`src/hdl/sdtq_pkg.sv`:
```
// Shared constants and types of the sorted deadline timer queue.
`timescale 1ns / 1ps

package sdtq_pkg;

    localparam int NUM_SLOTS_DEF = 16;
    localparam int TIME_BITS_DEF = 32;
    localparam int MASK_W        = 16;
    localparam int SLOT_FIELD_W  = 4;
    localparam int TIMEOUT_W     = 32;
    localparam int IN_DATA_W     = 40;
    localparam int OUT_DATA_W    = 8;

    localparam logic [1:0] OP_TICK    = 2'd0;
    localparam logic [1:0] OP_START   = 2'd1;
    localparam logic [1:0] OP_ONESHOT = 2'd2;
    localparam logic [1:0] OP_RELEASE = 2'd3;

    localparam logic [1:0] ST_OK      = 2'd0;
    localparam logic [1:0] ST_INVALID = 2'd1;
    localparam logic [1:0] ST_BUSY    = 2'd2;

    localparam logic KIND_STATUS = 1'b0;
    localparam logic KIND_EXPIRY = 1'b1;

    // Operation applied to every cell of one list in a cycle.
    typedef struct packed {
        logic ins;
        logic del;
        logic pop;
    } list_ctrl_t;

endpackage

```
`src/hdl/sdtq_cell.sv`:
```
// One cell of a sorted list: holds one entry and trades it with its neighbours.
`timescale 1ns / 1ps

module sdtq_cell #(
    parameter int SLOT_W    = 4,
    parameter int TIME_BITS = sdtq_pkg::TIME_BITS_DEF
) (
    input  logic                   clk,
    input  logic                   rst_n,
    input  sdtq_pkg::list_ctrl_t   ctrl,
    input  logic [SLOT_W-1:0]      key_slot,
    input  logic [TIME_BITS-1:0]   key_dl,
    input  logic                   left_valid,
    input  logic [SLOT_W-1:0]      left_slot,
    input  logic [TIME_BITS-1:0]   left_dl,
    input  logic                   left_le,
    input  logic                   left_rm,
    input  logic                   right_valid,
    input  logic [SLOT_W-1:0]      right_slot,
    input  logic [TIME_BITS-1:0]   right_dl,
    output logic                   valid,
    output logic [SLOT_W-1:0]      slot,
    output logic [TIME_BITS-1:0]   dl,
    output logic                   le,
    output logic                   rm
);

    logic                 valid_reg, valid_next;
    logic [SLOT_W-1:0]    slot_reg, slot_next;
    logic [TIME_BITS-1:0] dl_reg, dl_next;

    assign le = valid_reg && (dl_reg <= key_dl);
    assign rm = left_rm || (valid_reg && (slot_reg == key_slot));

    always_comb
    begin
        valid_next = valid_reg;
        slot_next  = slot_reg;
        dl_next    = dl_reg;
        if (ctrl.ins)
        begin
            // Entries later than the new deadline move one place right.
            if (!le)
            begin
                if (left_le)
                begin
                    valid_next = 1'b1;
                    slot_next  = key_slot;
                    dl_next    = key_dl;
                end
                else
                begin
                    valid_next = left_valid;
                    slot_next  = left_slot;
                    dl_next    = left_dl;
                end
            end
        end
        else if (ctrl.del || ctrl.pop)
        begin
            if (ctrl.pop || rm)
            begin
                valid_next = right_valid;
                slot_next  = right_slot;
                dl_next    = right_dl;
            end
        end
    end

    always_ff @(posedge clk or negedge rst_n)
    begin
        if (!rst_n)
            valid_reg <= 1'b0;
        else
            valid_reg <= valid_next;
    end

    always_ff @(posedge clk)
    begin
        slot_reg <= slot_next;
        dl_reg   <= dl_next;
    end

    assign valid = valid_reg;
    assign slot  = slot_reg;
    assign dl    = dl_reg;

endmodule

```
`src/hdl/sdtq_list.sv`:
```
// A deadline-sorted list built as a row of cells; cell 0 is the head.
`timescale 1ns / 1ps

module sdtq_list #(
    parameter int NUM_SLOTS = sdtq_pkg::NUM_SLOTS_DEF,
    parameter int TIME_BITS = sdtq_pkg::TIME_BITS_DEF,
    parameter int SLOT_W    = $clog2(NUM_SLOTS)
) (
    input  logic                   clk,
    input  logic                   rst_n,
    input  sdtq_pkg::list_ctrl_t   ctrl,
    input  logic [SLOT_W-1:0]      key_slot,
    input  logic [TIME_BITS-1:0]   key_dl,
    output logic                   head_valid,
    output logic [SLOT_W-1:0]      head_slot,
    output logic [TIME_BITS-1:0]   head_dl
);

    logic                 c_valid [NUM_SLOTS];
    logic [SLOT_W-1:0]    c_slot  [NUM_SLOTS];
    logic [TIME_BITS-1:0] c_dl    [NUM_SLOTS];
    logic                 c_le    [NUM_SLOTS];
    logic                 c_rm    [NUM_SLOTS];

    genvar i;
    generate
        for (i = 0; i < NUM_SLOTS; i++)
        begin : g_cell
            logic                 lv, lle, lrm, rv;
            logic [SLOT_W-1:0]    ls, rs;
            logic [TIME_BITS-1:0] ld, rd;

            if (i == 0)
            begin : g_first
                assign lv  = 1'b0;
                assign ls  = '0;
                assign ld  = '0;
                assign lle = 1'b1;
                assign lrm = 1'b0;
            end
            else
            begin : g_mid
                assign lv  = c_valid[i-1];
                assign ls  = c_slot[i-1];
                assign ld  = c_dl[i-1];
                assign lle = c_le[i-1];
                assign lrm = c_rm[i-1];
            end

            if (i == NUM_SLOTS - 1)
            begin : g_last
                assign rv = 1'b0;
                assign rs = '0;
                assign rd = '0;
            end
            else
            begin : g_inner
                assign rv = c_valid[i+1];
                assign rs = c_slot[i+1];
                assign rd = c_dl[i+1];
            end

            sdtq_cell #(
                .SLOT_W    (SLOT_W),
                .TIME_BITS (TIME_BITS)
            ) u_cell (
                .clk         (clk),
                .rst_n       (rst_n),
                .ctrl        (ctrl),
                .key_slot    (key_slot),
                .key_dl      (key_dl),
                .left_valid  (lv),
                .left_slot   (ls),
                .left_dl     (ld),
                .left_le     (lle),
                .left_rm     (lrm),
                .right_valid (rv),
                .right_slot  (rs),
                .right_dl    (rd),
                .valid       (c_valid[i]),
                .slot        (c_slot[i]),
                .dl          (c_dl[i]),
                .le          (c_le[i]),
                .rm          (c_rm[i])
            );
        end
    endgenerate

    assign head_valid = c_valid[0];
    assign head_slot  = c_slot[0];
    assign head_dl    = c_dl[0];

endmodule

```
`src/hdl/sorted_deadline_timer_queue.sv`:
```
// Timer engine with two deadline-sorted cell lists and a wrapping tick counter.
// A command is decoded in S_IDLE; S_DEL unlinks a slot, S_INS links it in a list.
// A tick advances time; S_CHECK pops expired heads, through S_INS on a re-arm,
// until none is left; one expiry leaves the current head per cycle when free.
// The command result leaves through an output register in the cycle after the beat.
// Reset is asynchronous: time 0, no timer armed, both lists empty, list A current.
`timescale 1ns / 1ps

module sorted_deadline_timer_queue #(
    parameter int NUM_SLOTS = sdtq_pkg::NUM_SLOTS_DEF,
    parameter int TIME_BITS = sdtq_pkg::TIME_BITS_DEF
) (
    input  logic                              clk,
    input  logic                              rst_n,
    input  logic                              s_axis_tvalid,
    output logic                              s_axis_tready,
    // opcode [1:0], slot [5:2], timeout [37:6], zero fill [39:38]
    input  logic [sdtq_pkg::IN_DATA_W-1:0]    s_axis_tdata,
    output logic                              m_axis_tvalid,
    input  logic                              m_axis_tready,
    // status [1:0], expired_slot [5:2], zero fill [7:6]
    output logic [sdtq_pkg::OUT_DATA_W-1:0]   m_axis_tdata,
    // kind [0]
    output logic                              m_axis_tuser,
    output logic                              m_axis_tlast,
    input  logic                              cfg_valid,
    output logic                              cfg_ready,
    input  logic [sdtq_pkg::MASK_W-1:0]       cfg_data
);

    localparam int SLOT_W = $clog2(NUM_SLOTS);
    localparam int CNT_W  = $clog2(NUM_SLOTS + 1);
    localparam int MEXT_W = (NUM_SLOTS > sdtq_pkg::MASK_W) ? NUM_SLOTS : sdtq_pkg::MASK_W;

    typedef enum logic [3:0] {
        S_IDLE  = 4'b0001,
        S_DEL   = 4'b0010,
        S_INS   = 4'b0100,
        S_CHECK = 4'b1000
    } state_t;

    state_t state_reg, state_next;

    logic [sdtq_pkg::MASK_W-1:0] mask_reg;
    logic [TIME_BITS-1:0]        now_reg, now_next;
    logic                        a_cur_reg, a_cur_next;
    logic [NUM_SLOTS-1:0]        armed_reg, armed_next;
    logic [TIME_BITS-1:0]        period_reg [NUM_SLOTS];
    logic [SLOT_W-1:0]           work_slot_reg, work_slot_next;
    logic [TIME_BITS-1:0]        work_time_reg, work_time_next;
    logic                        ins_pend_reg, ins_pend_next;
    logic                        tick_reg, tick_next;
    logic                        pend_reg, pend_next;
    logic [SLOT_W-1:0]           pend_slot_reg, pend_slot_next;
    logic [CNT_W-1:0]            n_reg, n_next;

    logic                        out_valid_reg, out_valid_next;
    logic [1:0]                  out_status_reg, out_status_next;
    logic [sdtq_pkg::SLOT_FIELD_W-1:0] out_slot_reg, out_slot_next;
    logic                        out_kind_reg, out_kind_next;
    logic                        out_last_reg, out_last_next;

    sdtq_pkg::list_ctrl_t  ctrl_a, ctrl_b;
    logic [SLOT_W-1:0]     key_slot;
    logic [TIME_BITS-1:0]  key_dl;
    logic                  a_head_valid, b_head_valid;
    logic [SLOT_W-1:0]     a_head_slot, b_head_slot;
    logic [TIME_BITS-1:0]  a_head_dl, b_head_dl;

    logic [1:0]            in_op;
    logic [sdtq_pkg::SLOT_FIELD_W-1:0] in_slot;
    logic [TIME_BITS-1:0]  in_t;
    logic [SLOT_W-1:0]     in_idx;
    logic [MEXT_W-1:0]     mask_ext;
    logic [NUM_SLOTS-1:0]  os_vec;
    logic                  out_free, in_fire;
    logic [TIME_BITS-1:0]  ins_dl;
    logic                  ins_to_a;
    logic                  h_valid, h_exp;
    logic [SLOT_W-1:0]     h_slot;
    logic [TIME_BITS-1:0]  h_dl;

    assign in_op    = s_axis_tdata[1:0];
    assign in_slot  = s_axis_tdata[5:2];
    assign in_t     = TIME_BITS'(s_axis_tdata[37:6]);
    assign in_idx   = SLOT_W'(in_slot);
    assign mask_ext = MEXT_W'(mask_reg);
    assign os_vec   = mask_ext[NUM_SLOTS-1:0];

    assign out_free      = !out_valid_reg || m_axis_tready;
    assign s_axis_tready = (state_reg == S_IDLE) && out_free;
    assign in_fire       = s_axis_tvalid && s_axis_tready;
    assign cfg_ready     = 1'b1;

    // New deadline; a sum that wrapped past zero goes to the overflow list.
    assign ins_dl   = now_reg + work_time_reg;
    assign ins_to_a = (ins_dl < now_reg) ? !a_cur_reg : a_cur_reg;
    assign key_slot = work_slot_reg;
    assign key_dl   = ins_dl;

    assign h_valid = a_cur_reg ? a_head_valid : b_head_valid;
    assign h_slot  = a_cur_reg ? a_head_slot  : b_head_slot;
    assign h_dl    = a_cur_reg ? a_head_dl    : b_head_dl;
    assign h_exp   = h_valid && (h_dl <= now_reg) && (n_reg < CNT_W'(NUM_SLOTS));

    always_comb
    begin
        state_next      = state_reg;
        now_next        = now_reg;
        a_cur_next      = a_cur_reg;
        armed_next      = armed_reg;
        work_slot_next  = work_slot_reg;
        work_time_next  = work_time_reg;
        ins_pend_next   = ins_pend_reg;
        tick_next       = tick_reg;
        pend_next       = pend_reg;
        pend_slot_next  = pend_slot_reg;
        n_next          = n_reg;
        out_valid_next  = out_valid_reg && !m_axis_tready;
        out_status_next = out_status_reg;
        out_slot_next   = out_slot_reg;
        out_kind_next   = out_kind_reg;
        out_last_next   = out_last_reg;
        ctrl_a          = '0;
        ctrl_b          = '0;

        unique case (state_reg)
            S_IDLE:
            begin
                if (in_fire)
                begin
                    if (in_op == sdtq_pkg::OP_TICK)
                    begin
                        now_next = now_reg + 1'b1;
                        if (now_next == '0)
                            a_cur_next = !a_cur_reg;
                        n_next     = '0;
                        pend_next  = 1'b0;
                        state_next = S_CHECK;
                    end
                    else
                    begin
                        out_valid_next  = 1'b1;
                        out_kind_next   = sdtq_pkg::KIND_STATUS;
                        out_slot_next   = in_slot;
                        out_last_next   = 1'b1;
                        out_status_next = sdtq_pkg::ST_OK;
                        work_slot_next  = in_idx;
                        work_time_next  = in_t;
                        tick_next       = 1'b0;
                        ins_pend_next   = 1'b0;
                        if (int'(in_slot) >= NUM_SLOTS)
                            out_status_next = sdtq_pkg::ST_INVALID;
                        else
                        begin
                            case (in_op)
                                sdtq_pkg::OP_START:
                                begin
                                    if (os_vec[in_idx] && (in_t != '0))
                                        out_status_next = sdtq_pkg::ST_INVALID;
                                    else
                                    begin
                                        ins_pend_next = (in_t != '0);
                                        if (armed_reg[in_idx])
                                            state_next = S_DEL;
                                        else if (in_t != '0)
                                            state_next = S_INS;
                                    end
                                end
                                sdtq_pkg::OP_ONESHOT:
                                begin
                                    if (!os_vec[in_idx])
                                        out_status_next = sdtq_pkg::ST_INVALID;
                                    else if (armed_reg[in_idx])
                                        out_status_next = sdtq_pkg::ST_BUSY;
                                    else if (in_t != '0)
                                        state_next = S_INS;
                                end
                                default:
                                begin
                                    if (armed_reg[in_idx])
                                        out_status_next = sdtq_pkg::ST_BUSY;
                                end
                            endcase
                        end
                    end
                end
            end
            S_DEL:
            begin
                ctrl_a.del                = 1'b1;
                ctrl_b.del                = 1'b1;
                armed_next[work_slot_reg] = 1'b0;
                state_next                = ins_pend_reg ? S_INS : S_IDLE;
            end
            S_INS:
            begin
                ctrl_a.ins                = ins_to_a;
                ctrl_b.ins                = !ins_to_a;
                armed_next[work_slot_reg] = 1'b1;
                state_next                = tick_reg ? S_CHECK : S_IDLE;
            end
            S_CHECK:
            begin
                if (out_free)
                begin
                    // An expiry goes out once it is known whether another follows.
                    if (pend_reg)
                    begin
                        out_valid_next  = 1'b1;
                        out_kind_next   = sdtq_pkg::KIND_EXPIRY;
                        out_status_next = sdtq_pkg::ST_OK;
                        out_slot_next   = sdtq_pkg::SLOT_FIELD_W'(pend_slot_reg);
                        out_last_next   = !h_exp;
                    end
                    if (h_exp)
                    begin
                        ctrl_a.pop         = a_cur_reg;
                        ctrl_b.pop         = !a_cur_reg;
                        armed_next[h_slot] = 1'b0;
                        pend_next          = 1'b1;
                        pend_slot_next     = h_slot;
                        n_next             = n_reg + 1'b1;
                        if (!os_vec[h_slot])
                        begin
                            work_slot_next = h_slot;
                            work_time_next = period_reg[h_slot];
                            tick_next      = 1'b1;
                            state_next     = S_INS;
                        end
                    end
                    else
                    begin
                        pend_next  = 1'b0;
                        state_next = S_IDLE;
                    end
                end
            end
            default:
            begin
                state_next = S_IDLE;
            end
        endcase
    end

    always_ff @(posedge clk or negedge rst_n)
    begin
        if (!rst_n)
        begin
            state_reg     <= S_IDLE;
            mask_reg      <= '0;
            now_reg       <= '0;
            a_cur_reg     <= 1'b1;
            armed_reg     <= '0;
            ins_pend_reg  <= 1'b0;
            tick_reg      <= 1'b0;
            pend_reg      <= 1'b0;
            n_reg         <= '0;
            out_valid_reg <= 1'b0;
        end
        else
        begin
            state_reg     <= state_next;
            if (cfg_valid && cfg_ready)
                mask_reg  <= cfg_data;
            now_reg       <= now_next;
            a_cur_reg     <= a_cur_next;
            armed_reg     <= armed_next;
            ins_pend_reg  <= ins_pend_next;
            tick_reg      <= tick_next;
            pend_reg      <= pend_next;
            n_reg         <= n_next;
            out_valid_reg <= out_valid_next;
        end
    end

    always_ff @(posedge clk)
    begin
        work_slot_reg  <= work_slot_next;
        work_time_reg  <= work_time_next;
        pend_slot_reg  <= pend_slot_next;
        out_status_reg <= out_status_next;
        out_slot_reg   <= out_slot_next;
        out_kind_reg   <= out_kind_next;
        out_last_reg   <= out_last_next;
        if ((state_reg == S_INS) && !tick_reg)
            period_reg[work_slot_reg] <= work_time_reg;
    end

    sdtq_list #(
        .NUM_SLOTS (NUM_SLOTS),
        .TIME_BITS (TIME_BITS),
        .SLOT_W    (SLOT_W)
    ) u_list_a (
        .clk        (clk),
        .rst_n      (rst_n),
        .ctrl       (ctrl_a),
        .key_slot   (key_slot),
        .key_dl     (key_dl),
        .head_valid (a_head_valid),
        .head_slot  (a_head_slot),
        .head_dl    (a_head_dl)
    );

    sdtq_list #(
        .NUM_SLOTS (NUM_SLOTS),
        .TIME_BITS (TIME_BITS),
        .SLOT_W    (SLOT_W)
    ) u_list_b (
        .clk        (clk),
        .rst_n      (rst_n),
        .ctrl       (ctrl_b),
        .key_slot   (key_slot),
        .key_dl     (key_dl),
        .head_valid (b_head_valid),
        .head_slot  (b_head_slot),
        .head_dl    (b_head_dl)
    );

    assign m_axis_tvalid = out_valid_reg;
    assign m_axis_tdata  = {2'b00, out_slot_reg, out_status_reg};
    assign m_axis_tuser  = out_kind_reg;
    assign m_axis_tlast  = out_last_reg;

endmodule
```
`config.mk`:
```
export PLATFORM = sky130hd
export DESIGN_NAME = sorted_deadline_timer_queue
export DESIGN_NICKNAME = d
export VERILOG_FILES = /design/src/hdl/sdtq_pkg.sv /design/src/hdl/sdtq_cell.sv /design/src/hdl/sdtq_list.sv /design/src/hdl/sorted_deadline_timer_queue.sv
export SDC_FILE = /design/constraint.sdc
export NUM_CORES = 2
export LEC_CHECK = 0
export BUFFER_PORTS_ARGS = -buffer_cell sky130_fd_sc_hd__buf_2
export CAP_MARGIN = 15
export CORE_UTILIZATION = 48
export CTS_CLUSTER_SIZE = 28
export DETAILED_ROUTE_END_ITERATION = 7
export PLACE_DENSITY = 0.66
export SYNTH_ARGS = -nofsm -noshare
export SYNTH_HDL_FRONTEND = slang
export SYNTH_HIERARCHICAL = 1
export SYNTH_SLANG_ARGS = --single-unit
export TNS_END_PERCENT = 20
```
`constraint.sdc`:
```
create_clock -name clk -period 12.4 [get_ports clk]
set_input_delay 0.62 -clock clk [delete_from_list [all_inputs] [get_ports clk]]
set_output_delay 0.62 -clock clk [all_outputs]
set_load 0.03 [all_outputs]
```
[Word level (Yosys, flattened, before mapping)]
Memory sizes are Yosys's and may differ from the RTL's.
Index checks and enable logic that the tools add are counted.
Word-level totals
  bits in latches: 0
  memories kept: 1
  flip-flop bits (word level): 1310
  input bits: 61
  memory bits (read-only): 0
  output and inout bits: 13
  word-level logic and storage cells: 1041
  memory bits (writable): 512
Memory list
  period_reg: depth 16, bits a word 32, read ports 1, clocked after memory_dff 0, wr ports 1, RTL line sorted_deadline_timer_queue.sv:48  | logic [TIME_BITS-1:0] period_reg [NUM_SLOTS];
Operators by class
  add/sub/neg operators: 3
  equality and inequality tests: 82
  div/mod/pow operators: 0
  bitwise gates (word level): 6
  reductions and logical operators: 225
  order comparisons: 40
  shift operators: 0
  mux-type cells: 571
  $mul: 0
Operators with widths (number)
  two-way mux 32 bit: 164
  less-or-equal comparator 32 bit: 33
  two-way mux 4 bit: 177
  two-way mux 1 bit: 198
  == test 4 bit: 32
  AND reduction 3 bit: 36
  != test 2 bit, second input constant: 38
  logical AND 1 bit: 73
  nonzero test 2 bit: 35
  logical OR 1 bit: 65
  case mux 32 bit (2 select lines): 1
  case mux 16 bit (3 select lines): 1
  adder 32 x 1 -> 32 bit, second input constant: 1
  adder 32 bit: 1
  bitwise AND 16 bit: 2
  zero test 32 bit: 1
  < comparator 32 bit: 1
  two-way mux 16 bit: 2
  inverter 16 bit: 2
  nonzero test 32 bit: 1
  case mux 4 bit (2 select lines): 3
  two-way mux 5 bit: 4
  OR 16 bit: 1
  case mux 4 bit (4 select lines): 1
  29 further kinds: 54

[Longest topological paths before layout]
  depth in word-level cells: 21
  gate-level depth with buffers: 25
  gate-level depth less buffers: 24

[Cells and area by module]
Netlist, hierarchy kept.
Modules (own cells, without submodules)
  sdtq_cell: seq. area each 1106.1 sq um, cells each 283, area an instance 2762.6 sq um, times used 32
  sorted_deadline_timer_queue: seq. area each 18770.5 sq um, cells each 2554, area an instance 30150.2 sq um, times used 1
  sdtq_list: seq. area each 0.0 sq um, cells each 2, area an instance 7.5 sq um, times used 2

[Least setup slack after synthesis]
No wires, ideal clock.
  path type: register -> register
  from: reg work_time_reg[21]
  to: reg u_list_b.g_cell[15].u_cell.dl_reg[0] (enable)
  clock period less this slack: 12.750 ns
  arrival: 12.309 ns
  data required time: 11.959 ns
  setup time: 0.441 ns
  stages on the path, launching flop included: 21
  path buffers: 1
  setup slack: -0.350 ns
  path through: edfxtp_1 ha_1 clkbuf_1 and2_1 a311o_1 a21o_1 a21o_1 a31oi_1 a21oi_1 nor3b_1 nor2_1 a211oi_1 ha_1 nand4_1 nor2_1 nand2_1 a31oi_1 a211oi_1 mux2i_1 a211oi_1 a21oi_1
RTL lines
  from (decl): RTL line sorted_deadline_timer_queue.sv:50  | logic [TIME_BITS-1:0] work_time_reg, work_time_next;
  from (signal assigned): RTL line sorted_deadline_timer_queue.sv:280  | work_time_reg <= work_time_next;
  to (signal assigned): RTL line sdtq_cell.sv:81  | dl_reg <= dl_next;
  to (decl): RTL line sdtq_cell.sv:30  | logic [TIME_BITS-1:0] dl_reg, dl_next;

==> results.md <==
* Slew headroom at 0.219
* Worst-Margin Slew at 1.17 ns
* Clock tree from TritonCTS: done
* Setup repair bufs after CTS at 0
* Seq/Total Area, Yosys at 0.457
* Final-stage net count at 12914
* Most common flop cell mapped by yosys: edfxtp_1
* Post-Route Skew at 0.101 ns
* CP arrival at 9.33 ns
* Vias per cell at 6.02
* First-pass iteration count of the detailed router at 8
* Fin crit period at 8.78 ns
* Syn Inst Count at 11614
* HP Class: in -> reg
* Layout Cell Area excl Fill at 0.132 sq mm
* P_leak at 51.9 nW
* VDD IR max at 0.361 mV
* Crit share post-route at 0.708
* Layout cells sized above 1 at 0.0743
* Area share of the largest cell type after synthesis at 0.434
* Synth async-reset ratio at 0.0604
* Initial Util at 0.483
* CTS max path bufs at 3
* Worst hold slack at 0.0750 ns
* GP Congestion at 0.917
* GRT Total Usage at 0.265
* Maximum clock frequency at 114 MHz
* Worst r2r src: work_time_reg[0]
* CP peak stage delay at 0.90 ns
* Worst Hold Launch: s_axis_tdata[32]
* CTS sink cnt at 1822
* Antenna Nets Post-Route at 0
* Pins over their slew limit at 0
* Fillers at 21181
* DP HPWL at 234000 um
* CTS resizes at 0
* Number of global-route vias before repair at 90574
* DIE HEIGHT at 499 um
* Fin. Hold Viols at 0
* DRT iter0 DRCs at 8456
* PnR Total Power at 31.3 mW
* DR vias at 91044
* Critical Path End Type: flip-flop
* Pwr/cell area at 238 mW/mm^2
* WP data required at 12.94 ns
* Root Driver: clkbuf_16
* Critical Path Slowest Stage Cell: buf_4
* Register area at 0.0542 sq mm
* RSZ-0062 raised after global routing: false
* TritonCTS Buffers at 207
* Clk_lat worst skew at 0.92 ns
* DR DRC count at 0
* Largest area contributor in the netlist: edfxtp_1
* Ports at 74
* Status: finished, final reports clean
* Yosys cell types at 83
* Routed WL at 341000 um
* # H-tree levels at 4
* CP max FO at 136
* Wire length per cell at 22.5 um
* Critical Setup Path Class: reg -> reg
* Launch point of the worst path: work_time_reg[0]
* Rows at 182
* Core area at 0.246 sq mm
* Setup TNS at 0 ns
* Top-count cell post-synth: edfxtp_1
* Placed Area at 0.124 sq mm
* Startpoint Class: flip-flop
* Initial antenna violation count at 8
* Die area at 0.249 sq mm
* Max-Cap Viols at 0
* Multi-input logic area at 0.0598 sq mm
* Global route overflow at 0
* Largest net degree at the start of global routing at 224
* Syn Area/Cell at 10.2 sq um
* Clk slew on worst S/H paths at 0.07 ns
* Area grow syn2layout at 10.9%
* First-pass GRT wire length at 521000 um
* Synth top area cells: edfxtp_1 (43%), ha_1 (12%), mux2i_1 (9.9%)
* DIE WIDTH at 499 um
* Yosys warnings at 6
* EDFF count, synth at 1712
* IO buf count at 68
* Top post-synthesis cells by count: edfxtp_1 (1712), a21oi_1 (1644), nor2_1 (1246), mux2i_1 (1169), ha_1 (1123)
* Yosys reg bits at 1822
* Post-Synthesis Cell Area at 0.119 sq mm
* Setup-failing EPs final at 0
==> metrics by stage <==
stage | setup WS, ns | utilization | std cells
after detailed placement | 3.55 | 0.504 | 14690
after global routing | 3.16 | 0.535 | 15122
final | 3.62 | 0.535 | 15124
after CTS | 3.42 | 0.534 | 15109
after floorplan | 0.322 | - | 11763
after global placement | 3.60 | 0.504 | 14690
==> worst paths after layout <==
check                                                         end  slack, ns  cells after the start
min in group asynchronous                             now_reg[12]       0.50                      2
max in group asynchronous         u_list_a/g_cell[5].u_cell/valid      10.60                      3
worst min register to register                           pend_reg       0.48                      1
worst max register to register  u_list_b/g_cell[15].u_cell/dl[22]       3.62                     26
worst max-delay path            u_list_b/g_cell[15].u_cell/dl[22]       3.62                     26
worst min-delay path                            work_time_reg[26]       0.08                      2
==> power by group <==
part	internal (mW)	leakage [nW]	switching (mW)	total [mW]
Sequential	7.89	16.8	0.853	8.74
Clock	3.61	3.36	2.68	6.29
Combinational	5.70	31.7	10.6	16.3
==> cells in the final DEF, fill, tap and decap left out, drive strengths merged, types with 150 or more instances in the layout <==
cell and count:
nor2 1247, inv 1073, mux2i 1169, conb 155, ha 1123, nand3 262, edfxtp 1712, nand2 795
buf 255, a21oi 1676, clkbuf 273, nand4 280, a21o 150
==> critical path, delay by kind of cell, from the launching register on <==
| family | cells | cell delay (ns) |
|---|---|---|
| simple gates | 4 | 0.76 |
| xor+xnor | 1 | 0.18 |
| mux | 1 | 0.25 |
| buf+inv | 5 | 2.32 |
| fa+ha+maj | 3 | 1.13 |
| flops | 1 | 0.69 |
| compound gates | 12 | 2.74 |
==> per-layer routing <==
| layer | part of all wire | up-vias | wire (um) | global-route usage |
|---|---|---|---|---|
| met3 | 0.067 | 770 | 22800 | 0.0385 |
| met1 | 0.42 | 44387 | 142000 | 0.343 |
| met2 | 0.48 | 3196 | 162000 | 0.441 |
| met5 | 0.000050 | - | 17 | 0 |
| li1 | - | 42689 | - | - |
| met4 | 0.041 | 2 | 14000 | 0.118 |
==> cell families after synthesis <==
logic type	Yosys count	synth area share
flip-flops	1822	0.457
multiplexers	1228	0.105
buffers and inverters	1608	0.0526
adder cells (fa/ha/maj)	1124	0.119
AO/OA/AOI/OAI	2564	0.132
XOR/XNOR	198	0.0146
other	6	0.000190
AND/OR/NAND/NOR	3064	0.120
==> area by class of cell <==
class / count / area share
diodes: 3 / 0.0000571
clock buffers: 273 / 0.0424
clock inverters: 108 / 0.0107
inverters: 1072 / 0.0307
multi-input cells: 8333 / 0.455
flip-flops and latches: 1822 / 0.412
well taps: 3220 / 0.0306
repair buffers: 293 / 0.0187
==> what timing repair did <==
action                                 4_1_cts  5_1_grt
setup endpoints to repair                    0        0
endpoints found under the hold margin       94        0
hold buffers                                38        0
Note: power is estimated with default switching activity, not from simulation.
